$ cat src/rtl/core/mcfb_pkg.sv
// ----------------------------------------------------------------------------
// mcfb_pkg
// Shared types, frame constants and the CRC-16/MODBUS byte update used by
// the motor command frame builder.
// ----------------------------------------------------------------------------
package mcfb_pkg;

  // Frame layout
  localparam int unsigned FRAME_LEN = 9;
  localparam int unsigned POS_W     = $clog2(FRAME_LEN);

  typedef logic [POS_W-1:0] pos_t;

  localparam pos_t POS_SYNC   = pos_t'(0);
  localparam pos_t POS_ID     = pos_t'(1);
  localparam pos_t POS_LSPD   = pos_t'(2);
  localparam pos_t POS_LPAD   = pos_t'(3);
  localparam pos_t POS_RSPD   = pos_t'(4);
  localparam pos_t POS_RPAD   = pos_t'(5);
  localparam pos_t POS_DIR    = pos_t'(6);
  localparam pos_t POS_CRC_LO = pos_t'(7);
  localparam pos_t POS_CRC_HI = pos_t'(8);

  // Fixed frame bytes
  localparam logic [7:0] SYNC_BYTE = 8'hFF;
  localparam logic [7:0] FRAME_ID  = 8'h07;
  localparam logic [7:0] PAD_BYTE  = 8'h00;

  // Direction codes
  localparam logic [7:0] DIR_FWD   = 8'h50;
  localparam logic [7:0] DIR_LEFT  = 8'h10;
  localparam logic [7:0] DIR_RIGHT = 8'h40;
  localparam logic [7:0] DIR_NONE  = 8'h00;

  // CRC-16/MODBUS
  localparam logic [15:0] CRC_INIT = 16'hFFFF;
  localparam logic [15:0] CRC_POLY = 16'hA001;

  // Command queue depth between front and back
  localparam int unsigned CMD_DEPTH = 2;
  localparam int unsigned CMD_PTR_W = $clog2(CMD_DEPTH);
  localparam int unsigned CMD_CNT_W = $clog2(CMD_DEPTH + 1);

  // Classified command handed from front to back
  typedef struct packed {
    logic [7:0] speed;
    logic [7:0] dir;
  } cmd_t;

  // Queue status seen by the front and the back
  typedef struct packed {
    logic full;
    logic empty;
  } q_stat_t;

  // Fold one byte into the CRC, LSB first
  function automatic logic [15:0] crc_feed(input logic [15:0] crc, input logic [7:0] b);
    logic [15:0] c;
    c = crc ^ {8'h00, b};
    for (int i = 0; i < 8; i++) begin
      if (c[0]) begin
        c = (c >> 1) ^ CRC_POLY;
      end else begin
        c = c >> 1;
      end
    end
    return c;
  endfunction

endpackage

$ cat src/rtl/core/mcfb_front.sv
// ----------------------------------------------------------------------------
// mcfb_front
// Holds the speed register and classifies each drive command into a speed
// byte and a direction byte for the command queue.
// ----------------------------------------------------------------------------
module mcfb_front (
  input  logic                 clk,
  input  logic                 rst_n,
  input  logic                 cfg_wr_en,
  input  logic [7:0]           cfg_wr_data,
  input  logic                 go_forward,
  input  logic                 go_backward,
  input  logic                 turn_left,
  input  logic                 turn_right,
  input  logic signed [7:0]    front_sensor,
  input  logic signed [7:0]    rear_sensor,
  output mcfb_pkg::cmd_t       cmd
);
  import mcfb_pkg::*;

  logic [7:0] drive_speed_r;
  logic       front_ok;
  logic       rear_ok;
  logic       move_ok;

  // Hold the configured speed
  always_ff @(posedge clk) begin
    if (!rst_n) begin
      drive_speed_r <= 8'h00;
    end else if (cfg_wr_en) begin
      drive_speed_r <= cfg_wr_data;
    end
  end

  // Gate motion on the matching sensor reading
  assign front_ok = (front_sensor > 8'sd0);
  assign rear_ok  = (rear_sensor > 8'sd0);
  assign move_ok  = ((go_forward || turn_left || turn_right) && front_ok) ||
                    (go_backward && rear_ok);

  // Classify: speed and prioritized direction
  always_comb begin
    cmd.speed = move_ok ? drive_speed_r : 8'h00;
    if (go_forward) begin
      cmd.dir = DIR_FWD;
    end else if (turn_left) begin
      cmd.dir = DIR_LEFT;
    end else if (turn_right) begin
      cmd.dir = DIR_RIGHT;
    end else begin
      cmd.dir = DIR_NONE;
    end
  end

endmodule

$ cat src/rtl/core/mcfb_cmd_fifo.sv
// ----------------------------------------------------------------------------
// mcfb_cmd_fifo
// Short queue of classified commands between the front and the frame
// serializer, so each side can stall on its own.
// ----------------------------------------------------------------------------
module mcfb_cmd_fifo (
  input  logic              clk,
  input  logic              rst_n,
  input  logic              push,
  input  mcfb_pkg::cmd_t    push_cmd,
  input  logic              pop,
  output mcfb_pkg::cmd_t    head_cmd,
  output mcfb_pkg::q_stat_t stat
);
  import mcfb_pkg::*;

  cmd_t                 mem_r [CMD_DEPTH];
  logic [CMD_PTR_W-1:0] wr_ptr_r;
  logic [CMD_PTR_W-1:0] wr_ptr_nxt;
  logic [CMD_PTR_W-1:0] rd_ptr_r;
  logic [CMD_PTR_W-1:0] rd_ptr_nxt;
  logic [CMD_CNT_W-1:0] count_r;
  logic [CMD_CNT_W-1:0] count_nxt;
  logic                 do_push;
  logic                 do_pop;

  assign stat.full  = (count_r == CMD_CNT_W'(CMD_DEPTH));
  assign stat.empty = (count_r == '0);
  assign do_push    = push && !stat.full;
  assign do_pop     = pop && !stat.empty;
  assign head_cmd   = mem_r[rd_ptr_r];

  // Advance pointers with wrap, track occupancy
  always_comb begin
    wr_ptr_nxt = wr_ptr_r;
    rd_ptr_nxt = rd_ptr_r;
    count_nxt  = count_r;
    if (do_push) begin
      wr_ptr_nxt = (wr_ptr_r == CMD_PTR_W'(CMD_DEPTH - 1)) ? '0 : wr_ptr_r + 1'b1;
    end
    if (do_pop) begin
      rd_ptr_nxt = (rd_ptr_r == CMD_PTR_W'(CMD_DEPTH - 1)) ? '0 : rd_ptr_r + 1'b1;
    end
    if (do_push && !do_pop) begin
      count_nxt = count_r + 1'b1;
    end else if (do_pop && !do_push) begin
      count_nxt = count_r - 1'b1;
    end
  end

  always_ff @(posedge clk) begin
    if (!rst_n) begin
      wr_ptr_r <= '0;
      rd_ptr_r <= '0;
      count_r  <= '0;
    end else begin
      wr_ptr_r <= wr_ptr_nxt;
      rd_ptr_r <= rd_ptr_nxt;
      count_r  <= count_nxt;
    end
  end

  // Store the pushed command
  always_ff @(posedge clk) begin
    if (do_push) begin
      mem_r[wr_ptr_r] <= push_cmd;
    end
  end

endmodule

$ cat src/rtl/core/mcfb_serializer.sv
// ----------------------------------------------------------------------------
// mcfb_serializer
// Takes one command from the queue and sends its nine frame bytes one per
// transfer, folding bytes 1..6 into the CRC as they go out.
// ----------------------------------------------------------------------------
module mcfb_serializer (
  input  logic              clk,
  input  logic              rst_n,
  input  mcfb_pkg::cmd_t    q_cmd,
  input  mcfb_pkg::q_stat_t q_stat,
  output logic              q_pop,
  output logic              out_empty,
  input  logic              out_pop,
  output logic [7:0]        out_frame_byte,
  output logic              out_last_byte
);
  import mcfb_pkg::*;

  logic        active_r;
  logic        active_nxt;
  pos_t        pos_r;
  pos_t        pos_nxt;
  logic [15:0] crc_r;
  logic [15:0] crc_nxt;
  cmd_t        cmd_r;
  cmd_t        cmd_nxt;
  logic        xfer;
  logic        load;
  logic [7:0]  cur_byte;

  assign xfer = active_r && out_pop;
  assign load = (!active_r || (xfer && pos_r == POS_CRC_HI)) && !q_stat.empty;
  assign q_pop = load;

  // Select the byte at the current frame position
  always_comb begin
    case (pos_r)
      POS_SYNC:   cur_byte = SYNC_BYTE;
      POS_ID:     cur_byte = FRAME_ID;
      POS_LSPD:   cur_byte = cmd_r.speed;
      POS_LPAD:   cur_byte = PAD_BYTE;
      POS_RSPD:   cur_byte = cmd_r.speed;
      POS_RPAD:   cur_byte = PAD_BYTE;
      POS_DIR:    cur_byte = cmd_r.dir;
      POS_CRC_LO: cur_byte = crc_r[7:0];
      POS_CRC_HI: cur_byte = crc_r[15:8];
      default:    cur_byte = PAD_BYTE;
    endcase
  end

  assign out_empty      = !active_r;
  assign out_frame_byte = cur_byte;
  assign out_last_byte  = (pos_r == POS_CRC_HI);

  // Advance through the frame, load the next command at its end or when idle
  always_comb begin
    active_nxt = active_r;
    pos_nxt    = pos_r;
    crc_nxt    = crc_r;
    cmd_nxt    = cmd_r;
    if (xfer) begin
      if (pos_r >= POS_ID && pos_r <= POS_DIR) begin
        crc_nxt = crc_feed(crc_r, cur_byte);
      end
      if (pos_r == POS_CRC_HI) begin
        active_nxt = 1'b0;
      end else begin
        pos_nxt = pos_r + 1'b1;
      end
    end
    if (load) begin
      active_nxt = 1'b1;
      pos_nxt    = POS_SYNC;
      crc_nxt    = CRC_INIT;
      cmd_nxt    = q_cmd;
    end
  end

  always_ff @(posedge clk) begin
    if (!rst_n) begin
      active_r <= 1'b0;
      pos_r    <= POS_SYNC;
      crc_r    <= CRC_INIT;
    end else begin
      active_r <= active_nxt;
      pos_r    <= pos_nxt;
      crc_r    <= crc_nxt;
    end
  end

  // Hold the command being sent
  always_ff @(posedge clk) begin
    cmd_r <= cmd_nxt;
  end

endmodule

$ cat src/rtl/core/motor_command_frame_builder.sv
// ----------------------------------------------------------------------------
// motor_command_frame_builder
// A transferred command is registered in the command queue and then loaded
// into the serializer, which shows its first frame byte on the output.
// Throughput: one byte per cycle while out_pop stays high, set by the serializer;
// a 2-entry command queue lets inputs be taken while a frame is sent.
// Reset: synchronous, active low; clears the queue, the serializer and the
// speed register (to 0).
// ----------------------------------------------------------------------------
module motor_command_frame_builder (
  input  logic             clk,
  input  logic             rst_n,
  input  logic             cfg_wr_en,
  input  logic [7:0]       cfg_wr_data,
  input  logic             in_push,
  output logic             in_full,
  input  logic             in_go_forward,
  input  logic             in_go_backward,
  input  logic             in_turn_left,
  input  logic             in_turn_right,
  input  logic signed [7:0] in_front_sensor,
  input  logic signed [7:0] in_rear_sensor,
  output logic             out_empty,
  input  logic             out_pop,
  output logic [7:0]       out_frame_byte,
  output logic             out_last_byte
);
  import mcfb_pkg::*;

  cmd_t    front_cmd;
  cmd_t    head_cmd;
  q_stat_t q_stat;
  logic    q_pop;

  // Classify incoming commands
  mcfb_front u_front (
    .clk          (clk),
    .rst_n        (rst_n),
    .cfg_wr_en    (cfg_wr_en),
    .cfg_wr_data  (cfg_wr_data),
    .go_forward   (in_go_forward),
    .go_backward  (in_go_backward),
    .turn_left    (in_turn_left),
    .turn_right   (in_turn_right),
    .front_sensor (in_front_sensor),
    .rear_sensor  (in_rear_sensor),
    .cmd          (front_cmd)
  );

  // Queue classified commands
  mcfb_cmd_fifo u_cmd_fifo (
    .clk      (clk),
    .rst_n    (rst_n),
    .push     (in_push),
    .push_cmd (front_cmd),
    .pop      (q_pop),
    .head_cmd (head_cmd),
    .stat     (q_stat)
  );

  assign in_full = q_stat.full;

  // Send frames
  mcfb_serializer u_serializer (
    .clk            (clk),
    .rst_n          (rst_n),
    .q_cmd          (head_cmd),
    .q_stat         (q_stat),
    .q_pop          (q_pop),
    .out_empty      (out_empty),
    .out_pop        (out_pop),
    .out_frame_byte (out_frame_byte),
    .out_last_byte  (out_last_byte)
  );

`ifndef SYNTHESIS
  // A frame continues after any transfer that is not its last byte
  a_frame_continues: assert property (@(posedge clk) disable iff (!rst_n)
    (out_pop && !out_empty && !out_last_byte) |=> !out_empty)
    else $error("frame interrupted before last byte");

  // A new frame always opens with the sync byte
  a_frame_opens_sync: assert property (@(posedge clk) disable iff (!rst_n)
    (out_pop && !out_empty && out_last_byte) |=>
      (out_empty || out_frame_byte == SYNC_BYTE))
    else $error("frame did not open with sync byte");

  // With the serializer idle the queue cannot be full
  a_idle_not_full: assert property (@(posedge clk) disable iff (!rst_n)
    out_empty |-> !in_full)
    else $error("queue full while serializer idle");

  // Only the queue head is taken, and only when one is there
  a_pop_nonempty: assert property (@(posedge clk) disable iff (!rst_n)
    q_pop |-> !q_stat.empty)
    else $error("command taken from empty queue");
`endif

endmodule

$ cat config.mk
export PLATFORM = sky130hd
export DESIGN_NAME = motor_command_frame_builder
export DESIGN_NICKNAME = d
export VERILOG_FILES = /design/src/rtl/core/mcfb_pkg.sv /design/src/rtl/core/mcfb_front.sv /design/src/rtl/core/mcfb_cmd_fifo.sv /design/src/rtl/core/mcfb_serializer.sv /design/src/rtl/core/motor_command_frame_builder.sv
export SDC_FILE = /design/constraint.sdc
export NUM_CORES = 1
export LEC_CHECK = 0
export BUFFER_PORTS_ARGS = -buffer_cell sky130_fd_sc_hd__buf_4
export CORE_UTILIZATION = 58
export CTS_CLUSTER_DIAMETER = 80
export DETAILED_ROUTE_END_ITERATION = 6
export GPL_ROUTABILITY_DRIVEN = 0
export PLACE_DENSITY = 0.8
export SLEW_MARGIN = 10
export SYNTH_ARGS = -nofsm -noshare
export SYNTH_HDL_FRONTEND = slang
export SYNTH_SLANG_ARGS = --single-unit
$ cat constraint.sdc
create_clock -name clk -period 3.9 [get_ports clk]
set_clock_uncertainty 0.15 [all_clocks]
set_input_delay 0.39 -clock clk [delete_from_list [all_inputs] [get_ports clk]]
set_output_delay 0.39 -clock clk [all_outputs]
set_load 0.05 [all_outputs]
==> flow_summary.toml, run 1 <==
[run]
maxCapViolCount = 0

[clock_network]
cts.reportedPaths.clkPinSlew_ps = 80
cts_sinks = 63
root_buffer = "clkbuf_8"
cts_tree = "yes"
clk_latency_ps = 340
hold_buffers = 0
clk_path_buf_depth = 2
cts_buffers = 9
htree_levels = 3
ctsResizeCount = 0
cts_setup_buffers = 0

[setup_path]
timing_worst_setup_path_type = "reg -> reg"
worstPathMaxFanout = 10
cp_cell_sequence = "inv_1 -> ha_1 -> mux2_4 -> nor2b_4 -> a21oi_4 -> nand2_1 -> and4b_1 -> or4_4 -> xnor2_2 -> nor2_1 -> a211oi_1"
path_depth = 11
r2r_cells = 11
required_ps = 4000
slowest_stage = "or4_4"
critPathMaxStageDelay_ps = 560
crit_buf_inv = 1
cp_top_family = "simple AND/OR/NAND/NOR gates"
startpoint_type = "flip-flop"
worstPathArrival_ps = 3320
worstSetupEndpointType = "flip-flop"

[synth]
synthAdderAreaFrac_pct = 2.19
synth-compound-area-share_pct = 13.8
async_flop_share_pct = 0
muxShareOfSynthArea_pct = 8.12
synth_top_family_by_area = "simple AND/OR/NAND/NOR gates"
synth.cell_area_mm2 = 0.00342
yosysUniqueCellTypes = 61
synth_top_cell_area_share_pct = 26.3
synth_xor_area_share_pct = 4.28
synth-simple-area-share_pct = 22.2
synth_area_leaders = "edfxtp_1, dfxtp_1, mux2i_1"
synthCells = 342
synth_edf_count = 30
ys_warn_count = 0
ys.flop_type = "dfxtp_1"
ys_ff_latch = 63
syn-num-nets = 381
seq_area_frac_synth_pct = 45.6
synth_top_area_cell = "edfxtp_1"
avgSynthCellArea_um2 = 10.0

[place]
port_buffers = 43
place_area_mm2 = 0.00377
post-place-ws_ps = 720
place_hpwl_um = 4900

[floorplanning]
row_count = 27
dieHeight_um = 78.8
initial_core_util_pct = 61.0
core_mm2 = 0.00561
die-area_mm2 = 0.00621
ios = 44
die_w_um = 78.8

[pwr]
fin_total_pwr_uw = 1980
p_per_area_mw_per_mm2 = 499
vdd.ir_drop.worst_v = 0.000273
p_leak_uw = 0.00161

[grt]
grt_pass1_wl_um = 11300
gr-total-overflow = 0
grt_antenna_before_repair = 0
grt_max_degree = 29
track_usage_pct = 23.9
first_global_vias = 2590

[finish]
nets = 420
layout_commonest_cell = "buf_4"
final_area_mm2 = 0.00397
drive_above_1_share_pct = 23.1
mostFrequentLayoutCells = "buf_4, nand2_1, dfxtp_1, edfxtp_1, nor2_1"
antenna_cells = 0
area_growth_syn_to_layout_pct = 16.1
fillers = 440

[detailed_routing]
vias = 2592
finalWirelength_um = 6590
drtPass1Iterations = 4
via_per_inst = 5.66
drc = 0
post_drt_wl_per_cell_um = 14.4
postRouteAntennaNets = 0
drt-initial-drc-count = 110

[sta]
whs_ps = 149
finalSetupViolCount = 0
finalHoldViolations = 0
relSlewSlack_pct = 43.4
worst_slew_pin_slew_ps = 845
fin_crit_sh_pct = 82.4
maxSlewViolCount = 0
tns_ps = 0
period_needed_ps = 3210
rsz0062_at_grt = "false"
fmax_mhz = 311
fin_ws_ps = 687

[hold_path]
min_path_cells = 3
hold_path_class = "in -> reg"

[run_status]
status = "finished clean"
## synthesized netlist by cell type, types with 4 or more instances
| cell | count |
|---|---|
| nand2_1 | 36 |
| dfxtp_1 | 33 |
| edfxtp_1 | 30 |
| nor2_1 | 26 |
| nor2b_1 | 21 |
| mux2i_1 | 15 |
| clkbuf_1 | 12 |
| inv_1 | 12 |
| a21oi_1 | 11 |
| mux2_2 | 10 |
| xnor2_1 | 10 |
| nand2b_1 | 9 |
| and2_1 | 8 |
| o211ai_1 | 8 |
| nor3_1 | 7 |
| a22oi_1 | 6 |
| ha_1 | 6 |
| o21ai_0 | 5 |
| a21boi_0 | 4 |
| a21o_1 | 4 |
| and3_1 | 4 |
| nand3_1 | 4 |
| nand3b_1 | 4 |
| nor4_1 | 4 |
## cells by family (layout without fill, tap and decap cells)
kind of cell | Yosys count | after routing
XOR/XNOR | 15 | 15
buffers and inverters | 29 | 73
AND/OR/NAND/NOR | 140 | 140
flip-flops | 63 | 63
adder cells (fa/ha/maj) | 6 | 6
AO/OA/AOI/OAI | 63 | 63
multiplexers | 26 | 26
## power by group
group / switching (uW) / total, uW / internal, uW / leakage (uW)
Combinational: 303 / 521 / 218 / 0.000962
Clock: 270 / 570 / 300 / 0.0000925
Sequential: 69.0 / 892 / 823 / 0.000554
Total: 642 / 1980 / 1340 / 0.00161
## layer usage
metal	up-vias	routed length [um]	track usage, %
met2	74	3400	44.8
met5	-	0	0
met4	0	121	10.4
met1	1203	2740	24.5
met3	15	330	6.90
li1	1300	-	-
## worst paths after layout
check	start	end	slack (ps)
setup reg to reg	u_serializer.pos_r[0]	u_serializer.crc_r[15]	690
hold / removal	cfg_wr_data[3]	u_front.drive_speed_r[3]	150
hold reg to reg	u_front.drive_speed_r[2]	u_front.drive_speed_r[2]	360
setup / recovery	u_serializer.pos_r[0]	u_serializer.crc_r[15]	690
## registers in the layout (all words and copies together), names as in the netlist
register and count:
u_cmd_fifo.mem_r 20, u_serializer.cmd_r 10, u_serializer.active_r 1, u_front.drive_speed_r 8, u_cmd_fifo.count_r 2, u_serializer.crc_r 16, u_serializer.pos_r 4, u_cmd_fifo.wr_ptr_r 1
u_cmd_fifo.rd_ptr_r 1
## final cells by class
cell class	instances	area [um^2]	share of cell area, %
Multi-Input combinational cell	250	1730	43.6
Timing Repair Buffer	45	338	8.51
Tap cell	72	90.1	2.27
Clock buffer	9	124	3.12
Inverter	12	45.0	1.13
Sequential cell	63	1560	39.3
Clock inverter	7	78.8	1.99
## worst min-delay path, cell delays in order
cell and delay (ps):
buf_4 80, mux2i_1 50, nor2b_1 90
## metrics by stage
stage | std cells | util, %
after detailed placement | 442 | 67.2
after global placement | 442 | 67.2
after floorplan | 342 | -
final | 458 | 70.8
after global routing | 458 | 70.8
after CTS | 458 | 70.8
Note: power is estimated with default switching activity, not from simulation.
==> inputs of run 2 (changes only) <==
- ABC_AREA: not set -> 1
- CORE_UTILIZATION: 58 -> 57
- PLACE_DENSITY: 0.8 -> 0.79
- clock period: 3.9 -> 3.2 ns (I/O delays scaled with it)
==> flow_summary.toml, run 2 <==
[grt]
grt_antenna_before_repair = 0
track_usage_pct = 23.3
gr-total-overflow = 0
grt_max_degree = 19
first_global_vias = 2543
grt_pass1_wl_um = 10700

[finish]
layout_commonest_cell = "nand2_1"
top_register = "u_cmd_fifo.mem_r"
antenna_cells = 0
final_core_utilization_pct = 72.6
mostFrequentLayoutCells = "nand2_1, buf_4, inv_1, nor2_1, dfxtp_1"
final_area_mm2 = 0.00378
drive_above_1_share_pct = 18.7
area_growth_syn_to_layout_pct = 20.6
top_regs = "u_cmd_fifo.mem_r: 20 flops, u_serializer.crc_r: 16 flops, u_serializer.cmd_r: 10 flops"
nets = 483
largest_register_ffs = 20

[synth]
yosysUniqueCellTypes = 30
synth_common_cells = "nand2_1, inv_1, nor2_1, dfxtp_1, edfxtp_1"
yosysMostFrequentCell = "nand2_1"
synth_edf_count = 30
avgSynthCellArea_um2 = 7.95
seq_area_frac_synth_pct = 49.8
ys_ff_latch = 63
synth_top_area_cell = "edfxtp_1"
synth_area_leaders = "edfxtp_1, dfxtp_1, nand2_1"
syn-num-nets = 433
ys_warn_count = 0
async_flop_share_pct = 0
synth_top_cell_area_share_pct = 28.7
ys.flop_type = "dfxtp_1"
synth.cell_area_mm2 = 0.00313
synthCells = 394

[sta]
rsz0062_at_grt = "false"
maxSlewViolCount = 0
period_needed_ps = 2790
worst_slew_pin_slew_ps = 839
finalSetupViolCount = 0
fmax_mhz = 358
relSlewSlack_pct = 43.9
tns_ps = 0
finalHoldViolations = 0
fin_ws_ps = 410
fin_crit_sh_pct = 87.2

[detailed_routing]
via_per_inst = 5.19
post_drt_wl_per_cell_um = 11.9
drtPass1Iterations = 5
vias = 2696
finalWirelength_um = 6190
drc = 0
postRouteAntennaNets = 0
drt-initial-drc-count = 266

[setup_path]
startpoint_type = "flip-flop"
required_ps = 3280
rrSetupSlack_ps = 410
worstPathMaxFanout = 8
r2r_cells = 19
r2r-end = "u_serializer.crc_r[0]"
startpoint = "u_serializer.pos_r[0]"
worstSetupEndpointType = "flip-flop"
worstPathArrival_ps = 2870
r2r-start = "u_serializer.pos_r[0]"
timing_worst_setup_path_type = "reg -> reg"

[floorplanning]
die-area_mm2 = 0.00580
dieHeight_um = 76.2
core_mm2 = 0.00520
row_count = 26
initial_core_util_pct = 60.2
ios = 44
die_w_um = 76.2

[pwr]
pwr-share-comb_pct = 30.8
p_int_uw = 1830
clockPowerShare_pct = 30.0
netSwitchingFraction_pct = 35.5
switching_power_uw = 1000
p_per_area_mw_per_mm2 = 749
p_leak_uw = 0.00177
vdd.ir_drop.worst_v = 0.000558
seqPwrFrac_pct = 39.2

[run_status]
status = "finished clean"

[clock_network]
clk_path_buf_depth = 2
htree_levels = 3
clk_latency_ps = 340
ctsResizeCount = 0
hold_buffers = 0
cts_sinks = 63
cts_tree = "yes"
root_buffer = "clkbuf_8"
cts.reportedPaths.clkPinSlew_ps = 70
cts_setup_buffers = 0
cts_buffers = 9

[hold_path]
min_path_cells = 3
min_to = "u_front.drive_speed_r[1]"
min_from = "cfg_wr_data[1]"
hold_path_class = "in -> reg"

[place]
place_area_mm2 = 0.00354
port_buffers = 43
post-place-ws_ps = 478
place_hpwl_um = 4500

[run]
maxCapViolCount = 0
run 2: cell count changes in the layout (fill, tap and decap cells not counted), sizes merged, moves of 9 or more:
cell,delta
nand2b,-9
mux2,-11
mux2i,-15
inv,+34
xnor2,-12
nand2,+83
nor2b,-23
a21oi,+12
o21ai,+23
nor2,+11
nand3,+27
run 2: how the worst max path moves through the flow:
stage | endpoint | slack [ps]
2_1_floorplan | u_cmd_fifo.count_r[1] | 330
4_1_cts | u_serializer.crc_r[0] | 440
6_report | u_serializer.crc_r[0] | 410
3_5_place_dp | u_serializer.crc_r[0] | 480
5_1_grt | u_serializer.crc_r[0] | 90
3_3_place_gp | u_serializer.crc_r[0] | 550
run 2: kinds of logic (layout without fill, tap and decap cells):
group | Yosys count | in the layout | share of synthesized area, %
compound gates | 69 | 69 | 12.6
xor+xnor | 2 | 2 | 0.559
fa+ha+maj | 6 | 6 | 2.40
buf+inv | 55 | 110 | 6.75
flops | 63 | 63 | 49.8
simple gates | 199 | 199 | 27.9
run 2: stage by stage:
step,hold WS [ps],cells,power (uW)
2_1_floorplan,279,394,1760
3_3_place_gp,291,503,1960
3_5_place_dp,297,503,1980
4_1_cts,91.5,519,2840
5_1_grt,107,519,3000
6_report,105,519,2830
run 2: metal layers:
layer	share of wire, %	GRT usage, %	up-vias
met5	0	0	-
met4	1.3	11.0	0
met3	6.3	6.11	8
met2	51	40.7	87
met1	42	26.5	1189
li1	-	-	1412
run 2: final cells by class:
cell class / count / area, um^2
Sequential cell: 63 / 1560
Fill cell: 431 / 1430
Clock buffer: 9 / 124
Tap cell: 70 / 87.6
Clock inverter: 7 / 120
Multi-Input combinational cell: 276 / 1360
Inverter: 48 / 180
Timing Repair Buffer: 46 / 345
run 2: power groups by stage:
| stage | clock [uW] | combinational (uW) | sequential [uW] |
|---|---|---|---|
| floorplan | 0 | 658 | 1100 |
| global placement | 0 | 840 | 1120 |
| detailed placement | 0 | 859 | 1130 |
| CTS | 857 | 869 | 1110 |
| global route | 895 | 974 | 1130 |
| finish | 850 | 871 | 1110 |
run 2: critical path, cell delays in order, from the launching register on:
cell and delay [ps]:
dfxtp_1 360, inv_1 140, ha_1 310, inv_2 80, o21ai_4 350, nand2_2 130, nand2_1 120, nand2_1 50
nand2_1 130, inv_1 120, nand3_2 100, nand2_2 70, nand2_1 80, nand2_1 50, nand2_1 70, nand3_1 100
nand2_1 120, nand2_1 60, nand3_1 60, nand2_1 50
==> inputs of run 3 (changes only) <==
- CELL_PAD_IN_SITES_DETAIL_PLACEMENT: not set -> 1
- CELL_PAD_IN_SITES_GLOBAL_PLACEMENT: not set -> 1
- CORE_UTILIZATION: 57 -> 42
- PLACE_DENSITY: 0.79 -> not set
- PLACE_DENSITY_LB_ADDON: not set -> 0.1
==> flow_summary.toml, run 3 (synthesis results as in run 2) <==
[grt]
track_usage_pct = 21.7
first_global_vias = 2823
grt_pass1_wl_um = 12700
grt_antenna_before_repair = 0
gr-total-overflow = 0
grt_max_degree = 19

[sta]
fin_crit_sh_pct = 90.3
worst_slew_pin_slew_ps = 850
finalSetupViolCount = 0
tns_ps = 0
fmax_mhz = 346
whs_ps = 103
maxSlewViolCount = 0
period_needed_ps = 2890
finalHoldViolations = 0
rsz0062_at_grt = "false"
relSlewSlack_pct = 43.1

[setup_path]
slowest_stage = "o21ai_4"
timing_worst_setup_path_type = "reg -> reg"
worstSetupEndpointType = "flip-flop"
startpoint_type = "flip-flop"
crit_top_cell = "nand2_1"
worstPathMaxFanout = 8
cp_cell_sequence = "inv_1 -> ha_1 -> inv_2 -> o21ai_4 -> nand2_2 -> nand2_1 -> nand2_1 -> nand2_1 -> nand2_1 -> nand2_1 -> inv_1 -> nand2_1 -> nand2_1 -> nand2_1 -> nand3_1 -> nand2_1 -> nand2_1 -> nand3_1 -> nand2_1"
critPathMaxStageDelay_ps = 380
worstPathArrival_ps = 2980
required_ps = 3290

[finish]
mostFrequentLayoutCells = "nand2_1, buf_4, inv_1, nor2_1, dfxtp_1"
fillers = 911
top_regs = "u_cmd_fifo.mem_r: 20 flops, u_serializer.crc_r: 16 flops, u_serializer.cmd_r: 10 flops"
final_area_mm2 = 0.00375
antenna_cells = 0
final_cells = 548
multi_input_area_mm2 = 0.00136
layout_commonest_cell = "nand2_1"
top_register = "u_cmd_fifo.mem_r"
drive_above_1_share_pct = 18.7
nets = 483
regArea_mm2 = 0.00156
largest_register_ffs = 20
area_growth_syn_to_layout_pct = 19.8

[floorplanning]
core_mm2 = 0.00721
die-area_mm2 = 0.00781
ios = 44
die_w_um = 88.4
row_count = 31
dieHeight_um = 88.4
initial_core_util_pct = 43.4

[pwr]
fin_total_pwr_uw = 2660
vdd.ir_drop.worst_v = 0.000295
p_per_area_mw_per_mm2 = 708
p_leak_uw = 0.00174

[detailed_routing]
post_drt_wl_per_cell_um = 13.8
drc = 0
drt-initial-drc-count = 67
drtPass1Iterations = 4
via_per_inst = 5.06
vias = 2771
finalWirelength_um = 7570
postRouteAntennaNets = 0

[run]
maxCapViolCount = 0

[clock_network]
cts_setup_buffers = 0
htree_levels = 3
clk_latency_ps = 350
clk_path_buf_depth = 2
cts_sinks = 63
hold_buffers = 0
ctsResizeCount = 0
cts.reportedPaths.clkPinSlew_ps = 80
cts_buffers = 9
cts_tree = "yes"
root_buffer = "clkbuf_8"

[place]
dp.cells = 532
place_area_mm2 = 0.00357
port_buffers = 43
place_hpwl_um = 5740

[run_status]
status = "finished clean"

[hold_path]
hold_path_class = "in -> reg"
-- run 3: changes by cell type in the layout (fill, tap and decap cells not counted) --
cell,change
clkinvlp_4,+1
inv_8,+1
clkinv_4,+1
bufinv_16,-3
-- run 3: critical path, delay by kind of cell (launching register included) --
family	cells	cell delay, ps
AOI/OAI and AO/OA	1	380
adders and majority gates	1	350
buffers and inverters	3	320
DFF	1	360
and+or+nand+nor	14	1210
-- run 3: area by class of cell --
cell class	instances	share of cell area, %
flip-flops and latches	63	41.6
clock buffers	9	3.30
inverters	48	4.80
clock inverters	7	1.53
well taps	99	3.30
multi-input cells	276	36.3
repair buffers	46	9.20
-- run 3: per-layer routing --
metal / GRT usage (%) / vias to the layer above / share of wire, %
li1: - / 1409 / -
met1: 24.3 / 1298 / 44
met2: 39.0 / 52 / 51
met3: 4.94 / 12 / 2.9
met4: 9.97 / 0 / 2.1
met5: 0 / - / 0
-- run 3: through the flow --
step	setup WS (ps)	util, %
6_report	309	52.0
5_1_grt	9.37	52.0
3_3_place_gp	464	49.5
3_5_place_dp	350	49.5
4_1_cts	307	52.0
2_1_floorplan	329	-
-- run 3: final timing paths --
kind	start	to	slack, ps	cells after the start
setup reg to reg	u_serializer.pos_r[0]	u_serializer.crc_r[0]	310	19
hold reg to reg	u_front.drive_speed_r[5]	u_front.drive_speed_r[5]	310	2
setup / recovery	u_serializer.pos_r[0]	u_serializer.crc_r[0]	310	19
hold / removal	cfg_wr_data[5]	u_front.drive_speed_r[5]	100	3
-- run 3: power by group --
part,internal (uW),switching [uW],leakage [uW],total [uW]
sequential,1030,81.9,0.000555,1110
combinational,274,623,0.00109,896
clock,290,357,0.0000877,647
